`src/design/afu_pkg.sv`:
```
package afu_pkg;

  localparam int DATA_WIDTH_DEF = 16;
  localparam int FRAC_BITS_DEF  = 11;

  localparam int IP           = 30;
  localparam int FW           = 30;
  localparam int TW           = 31;
  localparam int SUM_W        = 33;
  localparam int MW           = 5;
  localparam int SERIES_TERMS = 20;
  localparam int MUL_STEPS    = 31;
  localparam int QW           = 31;
  localparam int NUM_W        = 64;
  localparam int DEN_W        = 34;
  localparam int YW_MAX       = 32;

  localparam logic [63:0] ONE_I = 64'd1 << IP;

  typedef enum logic [1:0] {
    KIND_IDENT    = 2'd0,
    KIND_RELU     = 2'd1,
    KIND_SOFTSIGN = 2'd2,
    KIND_TANH     = 2'd3
  } kind_t;

  typedef enum logic [2:0] {
    OP_DIRECT = 3'd0,
    OP_SS_VAL = 3'd1,
    OP_SS_DER = 3'd2,
    OP_TH_VAL = 3'd3,
    OP_TH_DER = 3'd4
  } op_t;

  typedef struct packed {
    op_t               op;
    logic              neg;
    logic              big;
    logic [YW_MAX-1:0] y_early;
    logic [NUM_W-1:0]  num;
    logic [DEN_W-1:0]  den;
  } sb_t;

  typedef struct packed {
    logic [FW-1:0] f;
    logic [MW-1:0] m;
    sb_t           sb;
  } exp_tag_t;

  // Truncated series for exp(-1), evaluated the same way as the datapath. With the
  // fraction at one, each term is one over k factorial truncated in Q30, and all
  // terms past the twelfth are zero.
  localparam logic [63:0] E_INV64 = ONE_I - ONE_I / 64'd1 + ONE_I / 64'd2
      - ONE_I / 64'd6 + ONE_I / 64'd24 - ONE_I / 64'd120 + ONE_I / 64'd720
      - ONE_I / 64'd5040 + ONE_I / 64'd40320 - ONE_I / 64'd362880
      + ONE_I / 64'd3628800 - ONE_I / 64'd39916800 + ONE_I / 64'd479001600;
  localparam logic [TW-1:0] E_INV = E_INV64[TW-1:0];

endpackage

```
`src/design/afu_post.sv`:
```
module afu_post #(
  parameter int DATA_WIDTH = afu_pkg::DATA_WIDTH_DEF,
  parameter int FRAC_BITS  = afu_pkg::FRAC_BITS_DEF
) (
  input  logic                   clk,
  input  logic                   rst_n,
  input  logic                   en,
  input  logic                   in_valid,
  input  logic [afu_pkg::QW-1:0] in_q,
  input  afu_pkg::sb_t           in_sb,
  output logic                   out_valid,
  output logic [DATA_WIDTH-1:0]  out_y
);

  localparam int TW = afu_pkg::TW;
  localparam int PW = 2 * TW;
  localparam int SH_LO = afu_pkg::IP - FRAC_BITS;
  localparam int SH_HI = 2 * afu_pkg::IP - FRAC_BITS;
  localparam logic [63:0] MAX_POS = (64'd1 << (DATA_WIDTH - 1)) - 64'd1;
  localparam logic [63:0] MAX_NEG = 64'd1 << (DATA_WIDTH - 1);
  localparam logic [63:0] ONE_SQ = 64'd1 << (2 * afu_pkg::IP);

  logic [TW-1:0]             th;
  logic [TW:0]               om;
  logic [TW:0]               mul_b;
  logic [PW-1:0]             prod;
  logic                      is_ss;

  afu_pkg::op_t              op1_r;
  logic                      neg1_r;
  logic [afu_pkg::YW_MAX-1:0] y1_r;
  logic [TW-1:0]             th1_r;
  logic [PW-1:0]             p1_r;
  logic                      v1_r;

  logic [63:0]               mag;
  logic [63:0]               clip;
  logic                      ng;
  logic [DATA_WIDTH-1:0]     y_nxt;
  logic [DATA_WIDTH-1:0]     y2_r;
  logic                      v2_r;

  assign is_ss = (in_sb.op == afu_pkg::OP_SS_VAL) || (in_sb.op == afu_pkg::OP_SS_DER);
  assign th    = (!is_ss && in_sb.big) ? afu_pkg::ONE_I[TW-1:0] : in_q;
  assign om    = in_sb.neg ? ((TW+1)'(afu_pkg::ONE_I) + (TW+1)'(in_q))
                           : ((TW+1)'(afu_pkg::ONE_I) - (TW+1)'(in_q));
  assign mul_b = is_ss ? om : (TW+1)'(th);
  assign prod  = PW'((2*TW+1)'(th) * (2*TW+1)'(mul_b));

  always_ff @(posedge clk) begin
    if (!rst_n) begin
      v1_r <= 1'b0;
      v2_r <= 1'b0;
    end else if (en) begin
      v1_r <= in_valid;
      v2_r <= v1_r;
    end
  end

  always_ff @(posedge clk) begin
    if (en) begin
      op1_r  <= in_sb.op;
      neg1_r <= in_sb.neg;
      y1_r   <= in_sb.y_early;
      th1_r  <= th;
      p1_r   <= prod;
      y2_r   <= y_nxt;
    end
  end

  always_comb begin
    mag = '0;
    ng  = 1'b0;
    case (op1_r)
      afu_pkg::OP_SS_VAL: begin
        mag = 64'(th1_r);
        ng  = neg1_r;
      end
      afu_pkg::OP_SS_DER: begin
        mag = (64'(p1_r) + (64'd1 << (SH_HI - 1))) >> SH_HI;
        ng  = neg1_r && (p1_r != '0);
      end
      afu_pkg::OP_TH_VAL: begin
        mag = (64'(th1_r) + (64'd1 << (SH_LO - 1))) >> SH_LO;
        ng  = neg1_r;
      end
      afu_pkg::OP_TH_DER: begin
        mag = ((ONE_SQ - 64'(p1_r)) + (64'd1 << (SH_HI - 1))) >> SH_HI;
        ng  = 1'b0;
      end
      default: begin
        mag = '0;
        ng  = 1'b0;
      end
    endcase
  end

  always_comb begin
    if (ng) begin
      clip  = (mag > MAX_NEG) ? MAX_NEG : mag;
      y_nxt = DATA_WIDTH'(64'd0 - clip);
    end else begin
      clip  = (mag > MAX_POS) ? MAX_POS : mag;
      y_nxt = DATA_WIDTH'(clip);
    end
    if (op1_r == afu_pkg::OP_DIRECT) begin
      y_nxt = y1_r[DATA_WIDTH-1:0];
    end
  end

  assign out_valid = v2_r;
  assign out_y     = y2_r;

endmodule

```
`config.mk`:
```
export PLATFORM = sky130hd
export DESIGN_NAME = afu_post
export DESIGN_NICKNAME = d
export VERILOG_FILES = /design/src/design/afu_pkg.sv /design/src/design/afu_post.sv
export SDC_FILE = /design/constraint.sdc
export NUM_CORES = 2
export LEC_CHECK = 0
export BUFFER_PORTS_ARGS = -buffer_cell sky130_fd_sc_hd__buf_2
export CORE_MARGIN = 2
export CORE_UTILIZATION = 31
export CTS_CLUSTER_SIZE = 30
export DETAILED_ROUTE_END_ITERATION = 8
export PLACE_DENSITY = 0.51
export SLEW_MARGIN = 10
export SYNTH_ARGS = -nofsm -noshare
export SYNTH_HDL_FRONTEND = slang
export SYNTH_SLANG_ARGS = --single-unit
```
`constraint.sdc`:
```
create_clock -name clk -period 12.81 [get_ports clk]
set_input_delay 0.6405 -clock clk [delete_from_list [all_inputs] [get_ports clk]]
set_output_delay 0.6405 -clock clk [all_outputs]
set_load 0.005 [all_outputs]
```
==> out/results.ini <==
[run_status]
status = finished, final reports clean

[cells_and_area]
syn2layout_area_growth_pct = 8.541
utilization_pct = 33.77
drive_gt1_share_pct = 6.630
final.fill_count = 12899
fin_nets = 5592

[die]
coreArea_um2 = 123300
ioPinCount = 187
die_w_um = 355.8
die_y_um = 355.8
num_rows = 129
die_area_um2 = 126600
start_util_pct = 31.11

[cts]
clock_sinks = 131
clk_path_buf_depth = 2
cts-buffers-inserted = 17
clkLatencyLatePin_ps = 450
cts_tree = done
htree_levels = 4
cts_root_buffer = clkbuf_16
cts_resized = 0
cts_hold_buf = 0
cts_setup_buffers = 0
clkSlewWorstSetupHoldPaths_ps = 70

[timing]
finalSetupViolations = 0
fmax_ghz = 0.08826
tightest_slew_ps = 1174
tns_ps = 0
min_period_ps = 11330
fin_skew_ps = 11.25
finalHoldViolCount = 0
grt_setup_unrepaired = false
post-route-period-util_pct = 88.44
slew_violations = 0
slew_headroom_pct = 21.76

[setup_path]
cp_max_fo = 11
cp_data_arrival_time_ps = 11500
reg2reg_from = p1_r[30]
worstRegToRegCells = 18
timing.critical_path.from = in_q[0]
crit_end = p1_r[54]
worst_path_max_delay_cell = o32ai_1
cp_data_required_time_ps = 12980
worstSetupPathType = in2reg
slowest_delay_ps = 680
crit_top_cell = fa_1
r2r_slack_ps = 6380
r2r_end = out_y[14]
cp-start-kind = input pin
critPathCaptureType = flop

[logic_synthesis]
syn_area_um2 = 38370
synth_top_area_share_pct = 45.14
synth_cell_types = 84
syn_avg_cell_area_um2 = 8.941
synth_edf_count = 129
ys_ff_latch = 131
synth.net_count = 5582
synth_ff_type = edfxtp_1
synth_top_cell_by_area = fa_1
ys_seq_area_share_pct = 10.20
synthArstFlopShare_pct = 0
synth_cells = 4291
yosys-top-cells-area = fa_1 45%, edfxtp_1 10%, inv_1 8.8%
yosysWarnings = 0

[grt]
grt-ovfl-total = 0
grt_pass1_vias = 31608
grt_max_degree = 78
antenna_found_initial = 27
track_usage_pct = 21.46
grt_pass1_wl_um = 201100

[placement]
port_buffers = 72
dp_hpwl_um = 111500
gp_congestion = 0.9578

[drt]
wirelength_um = 133700
drtPass1Iterations = 6
ant_nets = 0
wl_per_cell_um = 22.43
dr.first_iter.drc_count = 2460
drc_errors = 0
via_per_inst = 5.006
vias = 29846

[run]
cap_violations = 0

[hold_path]
min_path_type = in2reg

[metal layers]
layer	part of all wire (%)	vias to the layer above	wire, um	global-route usage [%]
li1	-	13091	-	-
met1	42	15383	55700	28.74
met2	46	1120	61670	34.89
met3	8.6	234	11530	4.149
met4	3.5	18	4693	6.996
met5	0.091	-	122	0
[critical path, delay by kind of cell]
kind | cells | cell delay (ps)
buf+inv | 6 | 640
fa+ha+maj | 9 | 4500
compound gates | 11 | 3490
simple gates | 6 | 2160
[metrics by stage]
stage	setup slack, ps	area (um^2)	hold WS, ps	instances
3_5_place_dp	1118	41020	513.2	5919
5_1_grt	1040	41620	356.6	5953
2_1_floorplan	2684	38370	482.4	4291
4_1_cts	1572	41610	349.3	5951
6_report	1480	41640	370.3	5962
3_3_place_gp	1108	41020	500.0	5919
[state kept, by name (all words and copies together), names as in the netlist]
signal	cells
op1_r	3
th1_r	31
y1_r	16
v1_r	1
neg1_r	1
p1_r	62
out_valid	1
out_y	16
[placed cells by master, fill, tap and decap left out, types with 23 or more instances in the layout]
cell type,n
nor4_1,23
edfxtp_1,129
a21o_1,45
ha_1,256
nor2_1,625
inv_1,897
o21ai_0,64
fa_1,865
nand2_1,552
buf_4,123
nor3_1,29
nand4_1,23
nand3_1,38
buf_2,71
xnor2_1,71
and2_1,29
a21oi_1,96
[kinds of logic after synthesis]
logic type	synth area share (%)
AO/OA/AOI/OAI	6.575
XOR/XNOR	2.100
adder cells (fa/ha/maj)	53.48
buffers and inverters	10.86
flip-flops	10.20
multiplexers	0.5968
AND/OR/NAND/NOR	16.18
[cell usage after synthesis, types with 9 or more instances]
cell / count
xnor2_1: 71
nor2_1: 625
nand2_1: 552
a31oi_1: 12
o31a_1: 13
edfxtp_1: 129
nor3_1: 31
nor4_1: 23
a21oi_1: 101
or3_1: 11
o21ai_0: 65
nand2b_1: 12
a21o_1: 45
clkbuf_1: 186
o21a_1: 21
buf_1: 12
mux2i_1: 15
a211oi_1: 12
and2_1: 28
fa_1: 865
o211ai_1: 9
ha_1: 256
nor2b_1: 19
o21bai_1: 11
nand4_1: 23
xor2_1: 21
nand3_1: 38
inv_1: 897
and3_1: 21
o31ai_1: 19
[cell type report]
type	instances	area (um^2)	share of cell area, %
timing repair buffer	195	1290	3.098
multi-input combinational	3052	30370	72.94
antenna	11	27.53	0.06610
clock buffer	18	429.2	1.031
tap	1637	2048	4.919
sequential	131	3914	9.398
clock inverter	14	166.4	0.3996
inverter	904	3393	8.149
[how the worst min path moves through the flow]
stage | start | to | cells past startpoint
6_report | in_sb[100] | y1_r[2] | 1
3_5_place_dp | out_valid | out_valid | 2
4_1_cts | in_sb[100] | y1_r[2] | 1
5_1_grt | in_sb[105] | y1_r[7] | 1
2_1_floorplan | v1_r | v1_r | 2
3_3_place_gp | v1_r | v1_r | 2
Power is left out: the tool's default activity adds up to more than one toggle a clock period on the data nets, which glitch-free logic cannot reach.
